**config.mk**
```make
export PLATFORM = sky130hd
export DESIGN_NAME = sync_length_checksum_deframer_core
export DESIGN_NICKNAME = d
export VERILOG_FILES = /design/src/rtl/core/slcd_pkg.sv /design/src/rtl/core/slcd_in_stage.sv /design/src/rtl/core/slcd_parse_stage.sv /design/src/rtl/core/sync_length_checksum_deframer_core.sv
export SDC_FILE = /design/constraint.sdc
export NUM_CORES = 1
export LEC_CHECK = 0
export ABC_CLOCK_PERIOD_IN_PS = 6800
export BUFFER_PORTS_ARGS = -buffer_cell sky130_fd_sc_hd__buf_4
export CORE_AREA = 2 2 85 87
export CTS_BUF_LIST = sky130_fd_sc_hd__clkbuf_4
export DETAILED_ROUTE_END_ITERATION = 8
export DIE_AREA = 0 0 87 89
export PLACE_DENSITY_LB_ADDON = 0.05
export SETUP_SLACK_MARGIN = 0.05
export SLEW_MARGIN = 20
export SYNTH_ARGS = -nofsm -noshare
export SYNTH_HDL_FRONTEND = slang
export SYNTH_SLANG_ARGS = --single-unit
```
**constraint.sdc**
```tcl
create_clock -name clk -period 6.8 [get_ports clk]
set_input_delay 2.04 -clock clk [delete_from_list [all_inputs] [get_ports clk]]
set_output_delay 2.04 -clock clk [all_outputs]
set_load 0.02 [all_outputs]
```
**src/rtl/core/slcd_pkg.sv**
```systemverilog
// shared types and constant for the sync/length/checksum deframer
`timescale 1ns / 1ps

package slcd_pkg;

  localparam logic [7:0] SYNC_BYTE = 8'hAA;

  typedef enum logic [2:0] {
    PH_HUNT = 3'd0,
    PH_TYPE = 3'd1,
    PH_LEN  = 3'd2,
    PH_PAY  = 3'd3,
    PH_CHK  = 3'd4
  } slcd_phase_t;

  typedef enum logic [1:0] {
    KIND_HEADER    = 2'd0,
    KIND_PAYLOAD   = 2'd1,
    KIND_FRAME_END = 2'd2
  } slcd_kind_t;

  typedef struct packed {
    logic [7:0] data_byte;
    logic       first_of_buffer;
  } slcd_item_t;

  typedef struct packed {
    slcd_kind_t kind;
    logic [7:0] frame_type;
    logic [7:0] frame_length;
    logic [7:0] payload_byte;
    logic [7:0] payload_index;
    logic       checksum_ok;
  } slcd_result_t;

endpackage

```
**src/rtl/core/slcd_in_stage.sv**
```systemverilog
// input register stage holding one received byte
`timescale 1ns / 1ps

module slcd_in_stage
  import slcd_pkg::*;
(
  input  logic       clk,
  input  logic       rst_n,
  input  logic       in_valid,
  output logic       in_ready,
  input  slcd_item_t in_item,
  output logic       item_valid,
  input  logic       item_ready,
  output slcd_item_t item
);

  logic       valid_r;
  logic       valid_nxt;
  slcd_item_t item_r;

  assign in_ready   = !valid_r || item_ready;
  assign item_valid = valid_r;
  assign item       = item_r;

  always_comb begin
    valid_nxt = valid_r;
    if (in_ready) begin
      valid_nxt = in_valid;
    end
  end

  always_ff @(posedge clk) begin
    if (!rst_n) begin
      valid_r <= 1'b0;
    end else begin
      valid_r <= valid_nxt;
    end
  end

  always_ff @(posedge clk) begin
    if (in_valid && in_ready) begin
      item_r <= in_item;
    end
  end

endmodule

```
**src/rtl/core/slcd_parse_stage.sv**
```systemverilog
// frame parser state and result register
`timescale 1ns / 1ps

module slcd_parse_stage
  import slcd_pkg::*;
(
  input  logic         clk,
  input  logic         rst_n,
  input  logic         item_valid,
  output logic         item_ready,
  input  slcd_item_t   item,
  output logic         res_valid,
  input  logic         res_ready,
  output slcd_result_t res
);

  slcd_phase_t  phase_r, phase_nxt, phase_cur;
  logic [7:0]   count_r, count_nxt, count_inc;
  logic [7:0]   sum_r, sum_nxt, sum_add;
  logic [7:0]   type_r, type_nxt;
  logic [7:0]   length_r, length_nxt;
  logic         emit;
  slcd_result_t result;
  logic         res_valid_r, res_valid_nxt;
  slcd_result_t res_r;
  logic         take;

  assign item_ready = !res_valid_r || res_ready;
  assign take       = item_valid && item_ready;
  assign res_valid  = res_valid_r;
  assign res        = res_r;
  assign phase_cur  = item.first_of_buffer ? PH_HUNT : phase_r;
  assign count_inc  = count_r + 8'd1;
  assign sum_add    = sum_r + item.data_byte;

  always_comb begin
    phase_nxt  = phase_r;
    count_nxt  = count_r;
    sum_nxt    = sum_r;
    type_nxt   = type_r;
    length_nxt = length_r;
    emit       = 1'b0;
    result     = '{kind: KIND_HEADER, frame_type: type_r, frame_length: length_r,
                   payload_byte: 8'd0, payload_index: 8'd0, checksum_ok: 1'b0};
    unique case (phase_cur)
      PH_TYPE: begin
        type_nxt  = item.data_byte;
        sum_nxt   = sum_add;
        phase_nxt = PH_LEN;
      end
      PH_LEN: begin
        length_nxt          = item.data_byte;
        sum_nxt             = sum_add;
        count_nxt           = 8'd0;
        phase_nxt           = (item.data_byte == 8'd0) ? PH_CHK : PH_PAY;
        emit                = 1'b1;
        result.frame_length = item.data_byte;
      end
      PH_PAY: begin
        sum_nxt              = sum_add;
        count_nxt            = count_inc;
        phase_nxt            = (count_inc >= length_r) ? PH_CHK : PH_PAY;
        emit                 = 1'b1;
        result.kind          = KIND_PAYLOAD;
        result.payload_byte  = item.data_byte;
        result.payload_index = count_r;
      end
      PH_CHK: begin
        phase_nxt          = PH_HUNT;
        emit               = 1'b1;
        result.kind        = KIND_FRAME_END;
        result.checksum_ok = (sum_r == item.data_byte);
      end
      default: begin
        // hunt for sync
        phase_nxt = PH_HUNT;
        if (item.data_byte == SYNC_BYTE) begin
          phase_nxt = PH_TYPE;
          sum_nxt   = 8'd0;
        end
      end
    endcase
  end

  always_comb begin
    res_valid_nxt = res_valid_r;
    if (item_ready) begin
      res_valid_nxt = take && emit;
    end
  end

  always_ff @(posedge clk) begin
    if (!rst_n) begin
      phase_r     <= PH_HUNT;
      count_r     <= 8'd0;
      sum_r       <= 8'd0;
      type_r      <= 8'd0;
      length_r    <= 8'd0;
      res_valid_r <= 1'b0;
    end else begin
      res_valid_r <= res_valid_nxt;
      if (take) begin
        phase_r  <= phase_nxt;
        count_r  <= count_nxt;
        sum_r    <= sum_nxt;
        type_r   <= type_nxt;
        length_r <= length_nxt;
      end
    end
  end

  always_ff @(posedge clk) begin
    if (take && emit) begin
      res_r <= result;
    end
  end

endmodule

```
**src/rtl/core/sync_length_checksum_deframer_core.sv**
```systemverilog
// top level of the sync/length/checksum deframer
//
// input channel: one received byte per transfer on in_data_byte, with
// in_first_of_buffer set on the first byte of a new buffer; that byte puts
// the parser back into sync hunt before it is parsed.
// frames: sync 0xAA, type, length, length payload bytes, 8-bit sum checksum
// over type, length and payload.
// result channel: header after the length byte, one result per payload byte
// with its index, and a frame-end result with checksum_ok at the checksum.
// path: a taken byte is held in the input register, then parsed into the
// result register, from which its result is offered; a stalled result
// channel can keep the byte waiting in the input register in between.
// throughput: one byte per cycle while the result channel is not stalled,
// set by the combinational parser update between the two registers.
// a stalled receiver holds the result and stops the parser; the input
// register takes at most one more byte, then in_ready drops.
// reset: parser returns to sync hunt, sums and counts clear, no result valid.
`timescale 1ns / 1ps

module sync_length_checksum_deframer_core
  import slcd_pkg::*;
(
  input  logic       clk,
  input  logic       rst_n,
  input  logic       in_valid,
  output logic       in_ready,
  input  logic [7:0] in_data_byte,
  input  logic       in_first_of_buffer,
  output logic       out_valid,
  input  logic       out_ready,
  output logic [1:0] out_kind,
  output logic [7:0] out_frame_type,
  output logic [7:0] out_frame_length,
  output logic [7:0] out_payload_byte,
  output logic [7:0] out_payload_index,
  output logic       out_checksum_ok
);

  slcd_item_t   in_item;
  slcd_item_t   item;
  logic         item_valid;
  logic         item_ready;
  slcd_result_t res;

  assign in_item = '{data_byte: in_data_byte, first_of_buffer: in_first_of_buffer};

  slcd_in_stage u_in_stage (
    .clk        (clk),
    .rst_n      (rst_n),
    .in_valid   (in_valid),
    .in_ready   (in_ready),
    .in_item    (in_item),
    .item_valid (item_valid),
    .item_ready (item_ready),
    .item       (item)
  );

  slcd_parse_stage u_parse_stage (
    .clk        (clk),
    .rst_n      (rst_n),
    .item_valid (item_valid),
    .item_ready (item_ready),
    .item       (item),
    .res_valid  (out_valid),
    .res_ready  (out_ready),
    .res        (res)
  );

  assign out_kind          = res.kind;
  assign out_frame_type    = res.frame_type;
  assign out_frame_length  = res.frame_length;
  assign out_payload_byte  = res.payload_byte;
  assign out_payload_index = res.payload_index;
  assign out_checksum_ok   = res.checksum_ok;

endmodule

```
Word-level counts from Yosys, hierarchy flattened
Cells that the tools add are included.
{"block": "totals", "regBits": 81, "word_cells": 51, "input_bits": 13, "out_inout_bits": 37}
{"block": "op_classes", "n_eq_ne": 6, "n_lt_le_gt_ge": 1, "reduce_logical": 15, "muxes": 11, "addsub": 2, "bitwise_logic": 1}
{"operator": "$pmux W8 S2", "n": 2}
{"operator": "$mux W8", "n": 2}
{"operator": "$pmux W3 S4", "n": 1}
{"operator": "$mux W3", "n": 3}
{"operator": "$add A8 B1 Y8 const B", "n": 1}
{"operator": "$add A8 B8 Y8", "n": 1}
{"operator": "$eq A8 B8 Y1", "n": 1}
{"operator": "$eq A8 B8 Y1 const B", "n": 1}
{"operator": "$ge A8 B8 Y1", "n": 1}
{"operator": "$logic_not A8 Y1", "n": 1}
{"operator": "$eq A3 B2 Y1 const B", "n": 2}
{"operator": "$reduce_or A3 Y1", "n": 2}
{"operator": "$pmux W2 S2", "n": 1}
{"operator": "$reduce_and A2 Y1", "n": 2}
{"operator": "$reduce_bool A2 Y1", "n": 2}
{"operator": "$eq A3 B1 Y1 const B", "n": 1}
{"operator": "$eq A3 B3 Y1 const B", "n": 1}
{"operator": "$logic_and A1 B1 Y1", "n": 3}
{"operator": "$reduce_and A3 Y1", "n": 1}
{"operator": "$logic_not A1 Y1", "n": 2}
{"operator": "$logic_or A1 B1 Y1", "n": 2}
{"operator": "$mux W1", "n": 2}
{"operator": "$not A1 Y1", "n": 1}

Logic depth before layout (Yosys ltp)
Gate-level depths: netlist (run 1).
{"block": "logic_depth", "word_depth": 5, "ltp_mapped": 10, "depth_no_buf": 10}

Modules after synthesis
From an unflattened synthesis (run 1), not the netlist that was laid out.
{"block": "hier_totals", "hier_cells": 337, "hier_area_um2": 3673.5}
{"mod": "slcd_parse_stage", "seq_area_each_um2": 1771.7, "area_per_inst_um2": 3345.7, "n_inst": 1, "cells_each": 323}
{"mod": "slcd_in_stage", "seq_area_each_um2": 290.3, "area_per_inst_um2": 327.8, "n_inst": 1, "cells_each": 14}

Worst setup path after synthesis (run 1)
OpenSTA, ideal clock, no wires.
{"block": "synth_timing", "path_kind": "input-to-reg", "start": "input out_ready", "end": "register u_parse_stage.res_r, in the netlist u_parse_stage.res[0] (enable)", "n_path_buf": 1, "stages": 4, "setup_time_ns": 0.473, "slack_ns": 1.400, "t_required_ns": 6.327, "arrival_ns": 4.927, "cell_sequence": "nand2b_1 nand2_1 buf_1 nor3_1"}
{"block": "synth_between", "elab_chain_cells": 3}
{"item": "start: declaration", "line": "sync_length_checksum_deframer_core.sv:30", "text": "input logic out_ready,"}
{"item": "$logic_or A1 B1 Y1", "line": "slcd_parse_stage.sv:28", "text": "assign item_ready = !res_valid_r || res_ready;"}
{"item": "$logic_and A1 B1 Y1", "line": "slcd_parse_stage.sv:29", "text": "assign take = item_valid && item_ready;"}
{"item": "$logic_and A1 B1 Y1", "line": "slcd_parse_stage.sv:113", "text": "if (take && emit) begin"}
{"item": "end signal: assignment", "line": "slcd_parse_stage.sv:114", "text": "res_r <= result;"}
{"item": "end: declaration", "line": "slcd_parse_stage.sv:25", "text": "slcd_result_t res_r;"}
No other way between the ends.
A chain may end at the register's enable or synchronous reset.

Worst setup path in the final report (run 1)
{"block": "layout_timing", "start": "input out_ready", "end": "output in_ready"}
{"block": "layout_between", "elab_chain_cells": 2}
{"item": "$logic_or A1 B1 Y1", "line": "slcd_parse_stage.sv:28"}
{"item": "$logic_or A1 B1 Y1", "line": "slcd_in_stage.sv:21", "text": "assign in_ready = !valid_r || item_ready;"}
{"item": "end: declaration", "line": "sync_length_checksum_deframer_core.sv:26", "text": "output logic in_ready,"}
No other way between the ends.

==> summary.txt, run 1 <==
Synthesis
  • Post-synth EDFFs: 44
  • Post-Syn Nets: 373
  • Post-Syn Area: 3690 sq um
  • Flip-flop and latch count after synthesis: 81
  • Synthesized area per cell: 10.8 sq um
  • Cell variety after synth: 48
  • Async set or reset register ratio after synthesis: 0%
  • Register area share after synthesis: 55.9%
  • Synth warnings: 0
  • Ys flop type: edfxtp_1
  • Cells after synthesis: 343

Cells and area
  • Multi-input gate area: 1510 sq um
  • Design area: 4240 sq um
  • Most frequent cells in the layout: 50 x buf_4, 44 x edfxtp_1, 37 x dfxtp_1
  • Synth-to-layout area growth: 14.9%
  • Storage cell area: 2060 sq um
  • Layout cell share with drive strength beyond 1: 18.6%
  • Most common cell after layout, fill and taps aside: buf_4
  • Fill count: 566
  • Final net count: 418
  • Diode count: 0

Placed design
  • Instance area after placement: 4090 sq um
  • Buffers added on ports: 49
  • Routability cong.: 0.827
  • Post-DP HPWL: 4970 um
  • Setup Slack @ Placement: 2.18 ns

Global routing
  • Vias in the first global route: 2,371
  • Total GRT Usage: 19.9%
  • Initial antenna violation count: 0
  • Global-route wire length before repair: 11,600 um
  • Pin count of the biggest net entering global routing: 33
  • Grt total ovfl: 0

Clocking
  • TritonCTS clock tree: done
  • CTS H-tree lvls: 3
  • CTS Buf Count: 9
  • Clk sink count: 81
  • Maximum root-to-sink buffer count: 2
  • Root buf cell: clkbuf_4
  • Clk slew on worst S/H paths: 0.14 ns
  • Hold_buf cts: 0
  • CTS resizes: 0
  • Later-pin clock latency in the skew report: 0.42 ns
  • Setup bufs post-CTS: 0

STA
  • Relative slew slack: 31.1%
  • Skew final: 0.0179 ns
  • Fin crit share: 68.0%
  • RSZ-0062 raised after global routing: no
  • Pins Over Slew Limit: 0
  • Final min period: 4.62 ns
  • Worst setup margin: 2.18 ns
  • Endpoints failing setup: 0
  • Count of final hold-check violations: 0
  • Slew @ Worst Pin: 1.03 ns
  • Setup TNS: 0 ns
  • FMAX: 216 MHz

Worst setup path
  • Crit path max-delay family: buffers and inverters
  • Highest net fanout along the worst path: 3
  • Endpoint type of the worst setup path: output pin
  • Critical path cell sequence: buf_4, nor2b_1, nand2_1, buf_4
  • Crit path max-delay cell type: nor2b_1
  • Most frequent CP cell: buf_4
  • Worst path arrival time: 2.58 ns
  • Worst Path Class, Setup: in2out
  • Data required time of the worst path: 4.76 ns
  • CP bufs+invs: 2
  • Crit-path max cell delay: 0.17 ns
  • Startpoint Class: primary input

Drt
  • Via/cell ratio: 5.64
  • DR vias: 2,670
  • Final wirelength: 7380 um
  • WL/cell: 15.6 um
  • Initial DRC count: 125
  • DRC errors left: 0
  • Antenna viol nets, final: 0
  • DR pass1 iterations: 4

Floorplan
  • Die area: 7740 sq um
  • Core Region: 6720 sq um
  • Core Rows: 30
  • # IOs: 50
  • Die Ht: 89 um
  • Die width: 87 um
  • Initial Utilization: 54.9%

Power and ir drop
  • Maximum VDD drop: 0.150 mV
  • PD cells: 209 nW/um^2
  • Leak: 1.61 nW
  • Final total power: 0.883 mW

Run
  • Maxcap violations: 0

Hold path
  • Hold Path Class: reg2reg

Outcome
  • Status: completed
==> cells in the mapped netlist (all sizes together), types with 5 or more instances <==
| library cell | number | area share [%] |
|---|---|---|
| dfxtp | 37 | 20 |
| clkbuf | 9 | 0.92 |
| buf | 7 | 1.2 |
| nor2 | 26 | 2.6 |
| nand2 | 29 | 3.0 |
| a22oi | 7 | 1.4 |
| nand3 | 21 | 2.9 |
| and2 | 21 | 3.6 |
| a21oi | 26 | 3.5 |
| o21ai | 18 | 2.4 |
| ha | 16 | 5.4 |
| nor3 | 6 | 0.95 |
| edfxtp | 44 | 36 |
| inv | 11 | 1.1 |
| xnor2 | 7 | 1.7 |
| a211oi | 10 | 2.0 |
| xor2 | 5 | 1.2 |
| nand2b | 7 | 1.2 |
==> flip-flops by register name, indices dropped and copies added, names as in the netlist <==
name,cells
u_parse_stage.res,35
u_in_stage.item,9
u_parse_stage.count_r,8
u_parse_stage.length_r,8
u_parse_stage.sum_r,8
u_parse_stage.type_r,8
u_parse_stage.phase_r,3
u_in_stage.item_valid,1
u_parse_stage.res_valid,1
==> per-stage QoR <==
stage / instances / utilization (%) / hold WS (ns)
after CTS: 473 / 63.0 / 0.448
after global routing: 473 / 63.0 / 0.456
after floorplan: 343 / - / 0.408
after global placement: 457 / 60.9 / 0.412
final: 473 / 63.0 / 0.447
after detailed placement: 457 / 60.9 / 0.415
==> power by group <==
part | internal [mW] | total, mW | switching [mW]
clock | 0.115 | 0.289 | 0.175
sequential | 0.523 | 0.541 | 0.0176
combinational | 0.0215 | 0.0527 | 0.0312
total | 0.660 | 0.883 | 0.224
==> per-layer routing <==
| metal | up-vias | global-route usage [%] | routed length, um |
|---|---|---|---|
| li1 | 1331 | - | - |
| met1 | 1244 | 26.9 | 3360 |
| met2 | 79 | 30.8 | 3450 |
| met3 | 16 | 4.80 | 383 |
| met4 | 0 | 8.66 | 187 |
| met5 | - | 0 | 0 |
==> worst register-to-register path: stages, from the launching register on <==
cell	delay [ns]
dfxtp_1	0.35
nand2b_1	0.11
nand2_1	0.44
nor3_2	0.85
buf_4	0.46
==> cell type report <==
cell class	instances	area share (%)
Clock buffer	9	1.60
Clock inverter	7	1.80
Inverter	11	0.975
Multi-Input combinational cell	235	35.7
Sequential cell	81	48.7
Tap cell	80	2.36
Timing Repair Buffer	50	8.86
==> final timing paths <==
check             depth (start not counted)                     from  slack, ns                     to
setup / recovery                          4                out_ready       2.18               in_ready
hold / removal                            0  u_parse_stage.type_r[7]       0.45  u_parse_stage.res[32]
hold reg to reg                           0  u_parse_stage.type_r[7]       0.45  u_parse_stage.res[32]
setup reg to reg                          4  u_parse_stage.res_valid       4.27  u_parse_stage.res[25]
==> cell families after synthesis <==
group | synth area share (%)
AO/OA/AOI/OAI | 13.2
XOR/XNOR | 2.85
adder cells (fa/ha/maj) | 5.97
buffers and inverters | 3.19
flip-flops | 55.9
multiplexers | 0.577
AND/OR/NAND/NOR | 18.3
No activity file was read; power rests on OpenSTA's default activity.
==> run 2: changes to the inputs <==
- ABC_CLOCK_PERIOD_IN_PS: 6800 -> 4550
- clock period: 6.8 -> 4.55 ns (I/O delays scaled with it)
==> run 2 against run 1 <==
Compared with the run above:
- clock-buffer cell count did not move
- register-to-register slack got worse by 2.1 ns
- cell area fell by 0.18%
- critical path type unchanged
==> summary.txt, run 2 (same netlist as run 1, synthesis figures left out) <==
Floorplan
  • Die area: 7740 sq um
  • Core Region: 6720 sq um
  • # IOs: 50
  • Initial Utilization: 54.9%
  • Die Ht: 89 um
  • Core Rows: 30
  • Die width: 87 um

STA
  • FMAX: 306 MHz
  • Slew @ Worst Pin: 0.864 ns
  • Final worst hold slack: 0.452 ns
  • Setup TNS: 0 ns
  • Endpoints failing setup: 0
  • RSZ-0062 raised after global routing: no
  • Final min period: 3.27 ns
  • Skew final: 0.0130 ns
  • Fin crit share: 71.9%
  • Pins Over Slew Limit: 0
  • Count of final hold-check violations: 0
  • Relative slew slack: 42.4%

Clocking
  • Clk slew on worst S/H paths: 0.14 ns
  • CTS H-tree lvls: 3
  • CTS Buf Count: 9
  • TritonCTS clock tree: done
  • Setup bufs post-CTS: 0
  • Root buf cell: clkbuf_4
  • Hold_buf cts: 0
  • Later-pin clock latency in the skew report: 0.43 ns
  • Maximum root-to-sink buffer count: 2
  • Clk sink count: 81
  • CTS resizes: 0

Cells and area
  • Diode count: 0
  • Final cell count without fillers: 474
  • Max reg flops: 35
  • Most common cell after layout, fill and taps aside: buf_4
  • Final net count: 419
  • Fill count: 573
  • Design area: 4230 sq um
  • Synth-to-layout area growth: 14.7%
  • Most frequent cells in the layout: 51 x buf_4, 44 x edfxtp_1, 37 x dfxtp_1
  • Layout cell share with drive strength beyond 1: 18.8%

Placed design
  • Post-DP HPWL: 5020 um
  • Routability cong.: 0.792
  • DP Cell Count: 458
  • Buffers added on ports: 49
  • Instance area after placement: 4110 sq um

Worst setup path
  • Worst Path Class, Setup: in2out
  • Critical R2R Launch: u_parse_stage.res_valid
  • R2R Setup Slk: 2.19 ns
  • Highest net fanout along the worst path: 3
  • Crit Reg-Reg Endpoint: u_parse_stage.sum_r[7]
  • Endpoint type of the worst setup path: output pin
  • Reg2Reg Depth: 5
  • Startpoint Class: primary input
  • Worst path arrival time: 1.91 ns
  • Data required time of the worst path: 3.18 ns

Power and ir drop
  • Switching Share: 26.4%
  • Pint: 0.931 mW
  • Leak: 1.60 nW
  • Sequential share of power: 63.8%
  • Comb power frac: 6.3%
  • Maximum VDD drop: 0.203 mV
  • PD cells: 299 nW/um^2
  • Clock power frac: 29.9%
  • Sw Pwr: 0.334 mW

Drt
  • Via/cell ratio: 5.50
  • WL/cell: 15.2 um
  • Final wirelength: 7210 um
  • DRC errors left: 0
  • Antenna viol nets, final: 0
  • DR vias: 2,609
  • DR pass1 iterations: 4
  • Initial DRC count: 105

Global routing
  • Total GRT Usage: 20.2%
  • Initial antenna violation count: 0
  • Global-route wire length before repair: 11,900 um
  • Pin count of the biggest net entering global routing: 31
  • Vias in the first global route: 2,506
  • Grt total ovfl: 0

Hold path
  • Hold wc startpoint: u_parse_stage.type_r[1]
  • Hold path endpoint: u_parse_stage.res[26]
  • Hold Path Class: reg2reg
  • Worst hold path stage count: 0

Run
  • Maxcap violations: 0

Outcome
  • Status: completed
==> run 2: changes by cell type in the layout (fill, tap and decap cells not counted) <==
cell	previous run	this run
inv_6	2	1
nor3_2	2	1
clkinvlp_4	1	3
buf_4	50	51
inv_8	0	1
clkinv_4	2	1
bufinv_16	1	0
nor3_4	0	1
==> run 2: how the worst max path moves through the flow <==
stage	endpoint	depth (start not counted)	startpoint
after global routing	in_ready	4	out_ready
after detailed placement	u_parse_stage.sum_r[7]	6	out_ready
after floorplan	u_parse_stage.res[0]	4	out_ready
after global placement	u_parse_stage.sum_r[7]	6	out_ready
final	in_ready	4	out_ready
after CTS	in_ready	4	out_ready
==> run 2: power groups by stage <==
stage               clock, mW  sequential [mW]  combinational [mW]
finish                  0.378            0.808              0.0791
global route            0.418            0.810              0.0895
CTS                     0.383            0.808              0.0797
detailed placement          0            0.824              0.0795
global placement            0            0.824              0.0776
floorplan                   0            0.810              0.0609
==> run 2: routing by layer <==
layer  track usage [%]  part of all wire (%)  routed length [um]  vias to the layer above
met5                 0                     0                   0                        -
met2              33.8                    48                3470                       54
met4              5.54                   1.3                  92                        0
met3              5.63                   4.3                 307                       12
met1              26.0                    46                3340                     1202
li1                  -                     -                   -                     1341
==> run 2: final cells by class <==
class,instances,area [sq um],share of cell area [%]
repair buffers,51,383,9.06
clock inverters,7,55.1,1.30
well taps,80,100,2.37
inverters,11,41.3,0.977
flip-flops and latches,81,2060,48.8
multi-input cells,235,1520,35.9
clock buffers,9,67.6,1.60
==> run 2: worst max-delay path, stage by stage <==
cell	delay, ns
buf_4	0.11
nor2b_1	0.18
nand2_1	0.09
buf_4	0.16
==> run 2: stage by stage <==
| step | worst slack, ns | util, % | total power [mW] |
|---|---|---|---|
| after floorplan | 0.918 | - | 0.871 |
| after global placement | 1.15 | 61.1 | 0.902 |
| after detailed placement | 1.07 | 61.1 | 0.904 |
| after CTS | 1.28 | 62.9 | 1.27 |
| after global routing | 1.24 | 62.9 | 1.32 |
| final | 1.28 | 62.9 | 1.27 |
